$ cat config.mk
export PLATFORM = sky130hd
export DESIGN_NAME = pmvg_div_cell
export DESIGN_NICKNAME = d
export VERILOG_FILES = /design/src/sv/pmvg_pkg.sv /design/src/sv/pmvg_div_cell.sv
export SDC_FILE = /design/constraint.sdc
export NUM_CORES = 1
export LEC_CHECK = 0
export BUFFER_PORTS_ARGS = -buffer_cell sky130_fd_sc_hd__buf_2
export CORE_AREA = 2 2 82 103
export CTS_BUF_LIST = sky130_fd_sc_hd__clkbuf_16
export CTS_CLUSTER_DIAMETER = 40
export CTS_CLUSTER_SIZE = 40
export DETAILED_ROUTE_END_ITERATION = 8
export DIE_AREA = 0 0 84 105
export PLACE_DENSITY = 0.82
export SLEW_MARGIN = 20
export SYNTH_ARGS = -nofsm -noshare
export SYNTH_HDL_FRONTEND = slang
export SYNTH_SLANG_ARGS = --single-unit
$ cat constraint.sdc
create_clock -name clk -period 4.1 [get_ports clk]
set_input_delay 0.205 -clock clk [delete_from_list [all_inputs] [get_ports clk]]
set_output_delay 0.205 -clock clk [all_outputs]
set_load 0.02 [all_outputs]
$ cat src/sv/pmvg_pkg.sv
// pmvg_pkg: shared types, constants and arithmetic helpers of the mesh vertex generator
// no dependencies; compiled first
package pmvg_pkg;

  localparam logic [1:0] MODE_RECT  = 2'd0;
  localparam logic [1:0] MODE_FULL  = 2'd1;
  localparam logic [1:0] MODE_HALF  = 2'd2;
  localparam logic [1:0] MODE_TORUS = 2'd3;

  localparam logic [1:0] REG_SHAPE_MODE = 2'd0;
  localparam logic [1:0] REG_GRID_RES   = 2'd1;
  localparam logic [1:0] REG_FIRST_DIM  = 2'd2;
  localparam logic [1:0] REG_SECOND_DIM = 2'd3;

  localparam int NUMW          = 40;
  localparam int CORDIC_STEPS  = 24;
  localparam int CW            = 34;
  localparam int ZW            = 33;
  localparam logic signed [CW-1:0] CORDIC_GAIN = 34'sd652032874;

  localparam logic [31:0] ATAN_TAB [CORDIC_STEPS] = '{
    32'd536870912, 32'd316933406, 32'd167458907, 32'd85004756, 32'd42667331,
    32'd21354465, 32'd10679838, 32'd5340245, 32'd2670163, 32'd1335087,
    32'd667544, 32'd333772, 32'd166886, 32'd83443, 32'd41722, 32'd20861,
    32'd10430, 32'd5215, 32'd2608, 32'd1304, 32'd652, 32'd326, 32'd163, 32'd81
  };

  typedef struct packed {
    logic signed [CW-1:0] x;
    logic signed [CW-1:0] y;
    logic signed [ZW-1:0] z;
    logic [1:0]           q;
  } cordic_t;

  typedef struct packed {
    logic signed [CW-1:0] c;
    logic signed [CW-1:0] s;
  } sc_t;

  typedef struct packed {
    logic [1:0]         mode;
    logic               err;
    logic               neg_x;
    logic               neg_y;
    logic signed [31:0] rect_x;
    logic signed [31:0] rect_y;
    logic [31:0]        radius;
    logic [30:0]        dim_f;
    logic [30:0]        dim_s;
  } side_t;

  // Q2.30 product, rounded to nearest with halves up
  function automatic logic signed [37:0] rnd_q30(input logic signed [67:0] p);
    logic signed [67:0] t;
    t = p + 68'sd536870912;
    return t[67:30];
  endfunction

  function automatic logic signed [31:0] sat32(input logic signed [37:0] v);
    if (v > 38'sd2147483647) return 32'sh7fffffff;
    if (v < -38'sd2147483648) return 32'sh80000000;
    return v[31:0];
  endfunction

  function automatic sc_t rotate_quadrant(input cordic_t r);
    sc_t o;
    case (r.q)
      2'd0: begin
        o.c = r.x;  o.s = r.y;
      end
      2'd1: begin
        o.c = -r.y; o.s = r.x;
      end
      2'd2: begin
        o.c = -r.x; o.s = -r.y;
      end
      default: begin
        o.c = r.y;  o.s = -r.x;
      end
    endcase
    return o;
  endfunction

endpackage

$ cat src/sv/pmvg_div_cell.sv
// pmvg_div_cell: one restoring division step, one quotient bit per cell
// depends on pmvg_pkg
module pmvg_div_cell #(
  parameter int DVW = 9
) (
  input  logic                          clk,
  input  logic                          en,
  input  logic [DVW-1:0]                rem_in,
  input  logic [pmvg_pkg::NUMW-1:0]     num_in,
  input  logic [pmvg_pkg::NUMW-1:0]     quo_in,
  input  logic [DVW-1:0]                dvs_in,
  output logic [DVW-1:0]                rem_out,
  output logic [pmvg_pkg::NUMW-1:0]     num_out,
  output logic [pmvg_pkg::NUMW-1:0]     quo_out,
  output logic [DVW-1:0]                dvs_out
);
  import pmvg_pkg::*;

  logic [DVW:0] trial;
  logic [DVW:0] diff;
  logic         ge;

  assign trial = {rem_in, num_in[NUMW-1]};
  assign ge    = trial >= {1'b0, dvs_in};
  assign diff  = trial - {1'b0, dvs_in};

  always_ff @(posedge clk) begin
    if (en) begin
      rem_out <= ge ? diff[DVW-1:0] : trial[DVW-1:0];
      num_out <= {num_in[NUMW-2:0], 1'b0};
      quo_out <= {quo_in[NUMW-2:0], ge};
      dvs_out <= dvs_in;
    end
  end
endmodule

==> summary.md <==
| Metric | Value |
|---|---|
| Outcome | `finished clean` |
| WL final | `8940 um` |
| Layout fillers | `562` |
| Logic pwr share | `15.6%` |
| Multi-input logic area | `602 um^2` |
| Most common cell after layout, fill and taps aside | `buf_2` |
| Die area | `8820 um^2` |
| Vias | `2461` |
| Core Rows | `36` |
| Most frequent cells in the layout | `buf_2, edfxtp_1, inv_1, ha_1, clkbuf_16` |
| PortBufs | `195` |
| Pwr Density | `479 nW/um^2` |
| Path type of the worst setup path | `input port to flop` |
| Simple-Gate Fraction of Synth Area | `2.71%` |
| Wirelength per Cell | `18.3 um` |
| Vias in the first global route | `2382` |
| Share of layout cells above drive strength 1 | `56.3%` |
| Post-synthesis async set-or-reset flop share | `0%` |
| Slew @ Worst Pin | `0.711 ns` |
| Max rail drop VDD | `0.339 mV` |
| Xor and xnor area share after synthesis | `0.730%` |
| Finish-stage setup viols | `0` |
| Sequential power share | `50.9%` |
| # Max-Cap Violations | `0` |
| Syn nets | `295` |
| DRC violations left | `0` |
| Hold buffer count at cts | `0` |
| Setup Fix Bufs, Post-CTS | `0` |
| CTS tree | `built` |
| Post-DR vias/cell | `5.04` |
| Total CTS buffers | `9` |
| Synth cell types | `44` |
| Sw Share | `24.6%` |
| Largest family of logic cells by synthesized area | `compound AO/OA/AOI/OAI gates` |
| Register area | `2910 um^2` |
| Die Height | `105 um` |
| CTS max path bufs | `2` |
| Syn Inst Count | `185` |
| Main flop type after synthesis | `edfxtp_1` |
| H-Tree Depth | `3` |
| Grt ovf | `0` |
| Switch Pwr | `0.585 mW` |
| First-pass GRT wire length | `13000 um` |
| Post-DRT Antenna Nets | `0` |
| Syn Std Cell Area | `3600 um^2` |
| Initial antenna violation count | `2` |
| Post-DP HPWL | `6920 um` |
| Yosys reg bits | `97` |
| Die span in x | `84 um` |
| Post-synth EDFFs | `97` |
| Clock share of power | `33.5%` |
| Clk sinks | `97` |
| Post-Place Worst Slack | `1.44 ns` |
| Min Tclk post-route | `2.31 ns` |
| CP arrival | `2.39 ns` |
| Crit path capture type | `flop` |
| Fin nets | `497` |
| Required time worst endpoint | `4.18 ns` |
| Initial core utilization | `46.2%` |
| Portion of netlist area occupied by mux cells | `2.12%` |
| Fmax achieved | `433 MHz` |
| Iteration-0 DRC Markers | `192` |
| Reg clk slew, reported paths | `0.06 ns` |
| HP Class | `input port to flop` |
| Core Area | `7790 um^2` |
| Post-cts sizing count | `0` |
| Synth Area in Compound Gates | `7.37%` |
| Leak | `2.17 nW` |
| Synth Warn # | `0` |
| Clock Tree Root | `clkbuf_16` |
| Final setup margin | `1.79 ns` |
| Final hold vios | `0` |
| IO Count | `198` |
| Gpl congestion | `0.845` |
| Syn-to-layout area delta | `37.9%` |
| Setup TNS | `0 ns` |
| Synth Area per Inst | `19.4 um^2` |
| 1st-pass router iterations | `4` |
| Worst Setup Start Kind | `input port` |
| Largest net degree at the start of global routing | `59` |
| Gr usage total | `20.0%` |
| Ratio of final minimum period to clock period | `56.4%` |
| RSZ-0062 raised after global routing | `no` |
| Seq/Total Area, Yosys | `81.0%` |
| Int Pwr | `1.79 mW` |
| Post-Synth Adder-Cell Area | `3.69%` |
| Slew Viols, Final | `0` |
| CP max FO | `7` |
| Rel. slew slack | `52.6%` |
## worst max-delay path: stages
cell	delay, ns
buf_2	0.09
inv_1	0.06
ha_1	0.16
inv_1	0.05
fa_1	0.43
a211oi_2	0.39
o21ai_2	0.16
a211oi_4	0.40
inv_4	0.12
mux2_4	0.31
## registers in the layout (all words and copies together) (netlist names)
| register | cells |
|---|---|
| dvs_out | 9 |
| num_out | 39 |
| quo_out | 40 |
| rem_out | 9 |
## layer usage
metal  vias to the layer above  part of all wire (%)  global-route usage [%]
li1                       1138                     -                       -
met1                      1176                    35                    21.8
met2                       136                    53                    33.4
met3                        11                    10                    9.40
met4                         0                   2.0                    8.76
met5                         -                     0                       0
## power groups by stage
stage          clock, mW  sequential, mW  combinational, mW
2_1_floorplan          0            1.34             0.0910
3_3_place_gp           0            1.23              0.364
3_5_place_dp           0            1.23              0.372
4_1_cts            0.819            1.21              0.373
5_1_grt            0.861            1.22              0.396
6_report           0.796            1.21              0.370
## stage by stage
stage | instances | hold slack [ns] | area [um^2] | util (%) | total power, mW
finish | 488 | 0.0444 | 4960 | 63.7 | 2.38
CTS | 486 | 0.0285 | 4960 | 63.6 | 2.40
detailed placement | 471 | 0.383 | 4670 | 59.9 | 1.60
global route | 488 | 0.0202 | 4960 | 63.7 | 2.47
global placement | 471 | 0.381 | 4670 | 59.9 | 1.59
floorplan | 185 | 0.304 | 3600 | - | 1.44
## final timing paths
kind,from,end,slack (ns),cells after the start
worst max-delay path,num_in[39],rem_out[6]$_DFFE_PP_,1.79,10
worst min-delay path,num_in[33],num_out[34]$_DFFE_PP_,0.04,1
## final cells by class
| cell class | instances | area share [%] |
|---|---|---|
| Multi-Input combinational cell | 70 | 12.1 |
| Antenna cell | 2 | 0.101 |
| Clock buffer | 9 | 4.54 |
| Tap cell | 95 | 2.40 |
| Timing Repair Buffer | 196 | 19.9 |
| Inverter | 13 | 1.03 |
| Sequential cell | 97 | 58.7 |
| Clock inverter | 6 | 1.21 |
## cells by family after synthesis
kind of cell	after synthesis
flops	97
compound gates	33
buf+inv	18
simple gates	17
fa+ha+maj	10
mux	6
xor+xnor	3
other cells	1
## synth_stat cells (all sizes together), types with 2 or more instances
cell type	count	area share [%]
nand2	4	0.42
mux2i	2	0.56
nand2b	3	0.52
ha	9	3.1
a21o	3	0.63
buf	3	0.66
a21oi	6	0.83
nor2	2	0.21
xnor2	2	0.49
o31ai	2	0.42
nand3	2	0.28
mux2	4	1.6
o21ai	2	0.38
edfxtp	97	81
a2111oi	2	0.49
a211o	2	0.49
inv	13	1.4
o211ai	4	0.83
a211oi	4	1.3
clkbuf	2	0.21
(Power assumes the default switching activity.)
