File: src/sv/pmvg_pkg.sv
// pmvg_pkg: shared types, constants and arithmetic helpers of the mesh vertex generator
// no dependencies; compiled first
package pmvg_pkg;

  localparam logic [1:0] MODE_RECT  = 2'd0;
  localparam logic [1:0] MODE_FULL  = 2'd1;
  localparam logic [1:0] MODE_HALF  = 2'd2;
  localparam logic [1:0] MODE_TORUS = 2'd3;

  localparam logic [1:0] REG_SHAPE_MODE = 2'd0;
  localparam logic [1:0] REG_GRID_RES   = 2'd1;
  localparam logic [1:0] REG_FIRST_DIM  = 2'd2;
  localparam logic [1:0] REG_SECOND_DIM = 2'd3;

  localparam int NUMW          = 40;
  localparam int CORDIC_STEPS  = 24;
  localparam int CW            = 34;
  localparam int ZW            = 33;
  localparam logic signed [CW-1:0] CORDIC_GAIN = 34'sd652032874;

  localparam logic [31:0] ATAN_TAB [CORDIC_STEPS] = '{
    32'd536870912, 32'd316933406, 32'd167458907, 32'd85004756, 32'd42667331,
    32'd21354465, 32'd10679838, 32'd5340245, 32'd2670163, 32'd1335087,
    32'd667544, 32'd333772, 32'd166886, 32'd83443, 32'd41722, 32'd20861,
    32'd10430, 32'd5215, 32'd2608, 32'd1304, 32'd652, 32'd326, 32'd163, 32'd81
  };

  typedef struct packed {
    logic signed [CW-1:0] x;
    logic signed [CW-1:0] y;
    logic signed [ZW-1:0] z;
    logic [1:0]           q;
  } cordic_t;

  typedef struct packed {
    logic signed [CW-1:0] c;
    logic signed [CW-1:0] s;
  } sc_t;

  typedef struct packed {
    logic [1:0]         mode;
    logic               err;
    logic               neg_x;
    logic               neg_y;
    logic signed [31:0] rect_x;
    logic signed [31:0] rect_y;
    logic [31:0]        radius;
    logic [30:0]        dim_f;
    logic [30:0]        dim_s;
  } side_t;

  // Q2.30 product, rounded to nearest with halves up
  function automatic logic signed [37:0] rnd_q30(input logic signed [67:0] p);
    logic signed [67:0] t;
    t = p + 68'sd536870912;
    return t[67:30];
  endfunction

  function automatic logic signed [31:0] sat32(input logic signed [37:0] v);
    if (v > 38'sd2147483647) return 32'sh7fffffff;
    if (v < -38'sd2147483648) return 32'sh80000000;
    return v[31:0];
  endfunction

  function automatic sc_t rotate_quadrant(input cordic_t r);
    sc_t o;
    case (r.q)
      2'd0: begin
        o.c = r.x;  o.s = r.y;
      end
      2'd1: begin
        o.c = -r.y; o.s = r.x;
      end
      2'd2: begin
        o.c = -r.x; o.s = -r.y;
      end
      default: begin
        o.c = r.y;  o.s = -r.x;
      end
    endcase
    return o;
  endfunction

endpackage

File: src/sv/pmvg_cordic_cell.sv
// pmvg_cordic_cell: one rotation-mode cordic iteration with floor shifts
// depends on pmvg_pkg
module pmvg_cordic_cell #(
  parameter int STEP = 0
) (
  input  logic              clk,
  input  logic              en,
  input  pmvg_pkg::cordic_t cin,
  output pmvg_pkg::cordic_t cout
);
  import pmvg_pkg::*;

  logic signed [CW-1:0] dx;
  logic signed [CW-1:0] dy;
  logic signed [ZW-1:0] at;

  assign dx = cin.y >>> STEP;
  assign dy = cin.x >>> STEP;
  assign at = $signed({1'b0, ATAN_TAB[STEP]});

  always_ff @(posedge clk) begin
    if (en) begin
      cout.q <= cin.q;
      if (!cin.z[ZW-1]) begin
        cout.x <= cin.x - dx;
        cout.y <= cin.y + dy;
        cout.z <= cin.z - at;
      end else begin
        cout.x <= cin.x + dx;
        cout.y <= cin.y - dy;
        cout.z <= cin.z + at;
      end
    end
  end
endmodule

File: config.mk
export PLATFORM = sky130hd
export DESIGN_NAME = pmvg_cordic_cell
export DESIGN_NICKNAME = d
export VERILOG_FILES = /design/src/sv/pmvg_pkg.sv /design/src/sv/pmvg_cordic_cell.sv
export SDC_FILE = /design/constraint.sdc
export NUM_CORES = 1
export LEC_CHECK = 0
export BUFFER_PORTS_ARGS = -buffer_cell sky130_fd_sc_hd__buf_2
export CAP_MARGIN = 25
export CORE_MARGIN = 2
export CORE_UTILIZATION = 35
export DETAILED_ROUTE_END_ITERATION = 8
export HOLD_SLACK_MARGIN = 0.1
export PLACE_DENSITY = 0.64
export SYNTH_ARGS = -nofsm -noshare
export SYNTH_HDL_FRONTEND = slang
export SYNTH_SLANG_ARGS = --single-unit
File: constraint.sdc
create_clock -name clk -period 3.16 [get_ports clk]
set_input_delay 0.158 -clock clk [delete_from_list [all_inputs] [get_ports clk]]
set_output_delay 0.158 -clock clk [all_outputs]
set_load 0.005 [all_outputs]
==> impl_summary.log <==
INFO  metric hold_start = cin[32]
INFO  metric fp.dieW = 164 um
INFO  metric final_max_slew_viol_count = 0
INFO  metric finalSetupViolCount = 0
INFO  metric dpl_cell_area = about 11000 um2
INFO  metric routed-via-count = 8615
INFO  metric biggestRegsByFlops = cout: 102 flops
INFO  metric most_common_library_cell_in_the_layout_ignoring_fill_and_taps = sky130_fd_sc_hd__buf_2
INFO  metric tightest_pin_transition = 957 ps
INFO  metric initial_core_util = between 30% and 40%
INFO  metric yosys_register_bits = 102
INFO  metric clock_tree.buffer_depth = 2
INFO  metric ctsResizeCount = 0
INFO  metric clkSinkCount = roughly 100
INFO  metric peakVddDrop = around 0.24 mV
INFO  metric global_route_wire_length_before_repair = around 45000 um
INFO  metric boundaryPins = 208
INFO  metric grt_setup_unrepaired = false
INFO  metric startpoint_type = input port
INFO  metric synth-edff-count = approximately 100
INFO  metric hold_class = input port to flip-flop
INFO  metric worst-path-max-fanout = 4
INFO  metric detailedPlace.worstSlack = -87.0 ps
INFO  metric minimum_period_implied_by_the_final_worst_setup_slack = 2940 ps
INFO  metric detailed_place_hpwl = approximately 23000 um
INFO  metric grt_antenna_before_repair = 0
INFO  metric synth_warnings = 0
INFO  metric place_congestion = between 0.9 and 1
INFO  metric groute.usage.overall = 21.6%
INFO  metric synthDominantAreaCellType = sky130_fd_sc_hd__edfxtp_1
INFO  metric largest_register = cout
INFO  metric cp_cell_sequence = buf_2, inv_1, ha_1, fa_1, nor2b_1, o31ai_1, buf_4, a211o_1, o311a_1, o21ai_1, a21oi_1, o41ai_1, o31ai_1, xnor2_1
INFO  metric master_of_the_slowest_instance_on_the_critical_path = sky130_fd_sc_hd__fa_1
INFO  metric portBuffers = between 200 and 250
INFO  metric synth_top_area_share = between 30% and 40%
INFO  metric detail_route.drc_violations = 0
INFO  metric endpoint_kind = flip-flop
INFO  metric status = finished clean
INFO  metric holdWs = about 170 ps
INFO  metric setup-tns-final = 0 ps
INFO  metric min_delay_worst_endpoint = cout[32]
INFO  metric total_count_of_hold_check_failures_in_the_final_report = 0
INFO  metric nNetsFinal = around 1500
INFO  metric post_synth_num_cell_types = 70
INFO  metric drtIter0Drc = slightly above 700
INFO  metric drt-total-wl = 29800 um
INFO  metric post_synth_inst_count = around 1000
INFO  metric post_route_cells_drive_above_1_share = approximately a quarter
INFO  metric async_reset_ff_share = 0%
INFO  metric timing.final.crit_share = 93.0%
INFO  metric stdcell_count = around 1600
INFO  metric timing.max_cap.violations = 0
INFO  metric synth_area_per_cell = approximately 8.9 um2
INFO  metric post_cts.repair.setup_buffers = 0
INFO  metric cts_clock_pin_slew_for_the_worst_setup_and_hold_paths = approximately 90 ps
INFO  metric grt_pass1_vias = between 8000 and 9000
INFO  metric fp.coreArea = between 20000 and 30000 um2
INFO  metric largest_net_degree_at_the_start_of_global_routing = 85
INFO  metric die_area = 26900 um2
INFO  metric max_reg_flops = 102
INFO  metric synth_flop_cell = sky130_fd_sc_hd__edfxtp_1
INFO  metric setup_slack = roughly 220 ps
INFO  metric yosysSeqAreaShare = roughly a third
INFO  metric crit_required = about 3300 ps
INFO  metric drt.antenna.violating_nets = 0
INFO  metric mappedNetlistNets = around 1200
INFO  metric leakage = about 5.2 nW
INFO  metric worst-setup-path-type = input port to flip-flop
INFO  metric placedCellCount = ~1600
INFO  metric power_density = 416 nW/um2
INFO  metric floorplan.die.height = ~160 um
INFO  metric antenna_cells = 0
INFO  metric cpPeakStageDelay = about 400 ps
INFO  metric buffer_cell_driving_the_clock_tree_root = sky130_fd_sc_hd__clkbuf_16
INFO  metric globalRoute.totalOverflow = 0
INFO  metric slew_headroom = 36.2%
INFO  metric power_total = roughly 4.8 mW
INFO  metric final_cell_mix = sky130_fd_sc_hd__buf_2 (206), sky130_fd_sc_hd__a21oi_1 (123), sky130_fd_sc_hd__inv_1 (105)
INFO  metric synthesis.area = roughly 9000 um2
INFO  metric postLayoutCellArea = roughly 11000 um2
INFO  metric areaGrowthSynthToFinish = 27.9%
INFO  metric cts_tree = yes
INFO  metric clock.fmax = roughly 0.34 GHz
INFO  metric routed_via_density = approximately 5.3
INFO  metric hold_depth = 2
INFO  metric cts_buffers = 9
INFO  metric drt_pre_antenna_iters = 5
INFO  metric fp-row-count = 58
INFO  metric postLayoutCoreUtil = ~46%
INFO  metric htreeDepth = 3
INFO  metric top_cells_by_area_in_the_synthesized_netlist = sky130_fd_sc_hd__edfxtp_1 (34%), sky130_fd_sc_hd__ha_1 (14%), sky130_fd_sc_hd__a21oi_1 (6.9%)
INFO  metric wl_per_cell = roughly 18 um
INFO  metric path_common_cell = sky130_fd_sc_hd__o31ai_1
INFO  metric cp.arrival = a little over 3000 ps
-- worst max-delay path: cells and delay by family --
kind                       cells  cell delay [ps]
adders and majority gates      2              620
xor gates and xnor gates       1              170
and+or+nand+nor                1              200
AOI/OAI and AO/OA              7             1590
buffers and inverters          3              300
-- worst max-delay path by stage --
stage | start | end | slack, ps | cells past startpoint
global route | cin[44] | cout[101] | 50 | 13
floorplan | cin[35] | cout[65] | 590 | 12
global placement | cin[35] | cout[65] | -20 | 14
detailed placement | cin[35] | cout[65] | -90 | 14
CTS | cin[35] | cout[65] | 260 | 14
finish | cin[35] | cout[65] | 220 | 14
-- report_power, final --
part	leakage [nW]	internal (mW)	switching [mW]
clock	0.150	0.634	0.596
sequential	0.998	1.74	0.0519
combinational	4.01	0.751	0.998
total	5.16	3.13	1.65
-- area by class of cell --
cell class | instances | area [um2]
inverter | 112 | 420
clock inverter | 7 | 88.8
fill | 2475 | 13700
sequential | 102 | 3060
clock buffer | 9 | 225
multi-input combinational | 751 | 5300
tap | 330 | 413
timing repair buffer | 318 | 1960
-- cell families (layout without fill, tap and decap cells) --
group                      after synthesis  count (layout)  synth area share [%]
xor gates and xnor gates                66              66                  6.44
buffers and inverters                  156             446                  6.80
muxes                                   13              13                  1.45
adders and majority gates              105             105                  15.0
AOI/OAI and AO/OA                      346             346                  24.3
and+or+nand+nor                        221             221                  11.9
DFF                                    102             102                  34.1
-- cells in the mapped netlist, drive strengths merged, types with 22 or more instances --
master	number
a21oi	125
inv	108
edfxtp	102
ha	101
nor2	75
o21ai	72
xnor2	59
nand2	43
a21o	22
buf	22
clkbuf	22
nor3	22
o21bai	22
-- what timing repair did --
item                       4_1_cts  5_1_grt
hold endpoints to repair        32        0
hold buffers                    32        0
setup endpoints to repair        0        0
-- metal layers --
metal | vias up | global-route usage [%] | wire (um)
li1 | 4189 | - | -
met1 | 4006 | 29.0 | 13500
met2 | 374 | 35.5 | 13400
met3 | 46 | 3.59 | 2060
met4 | 0 | 6.90 | 766
met5 | - | 0 | 0
(Power assumes the default switching activity.)
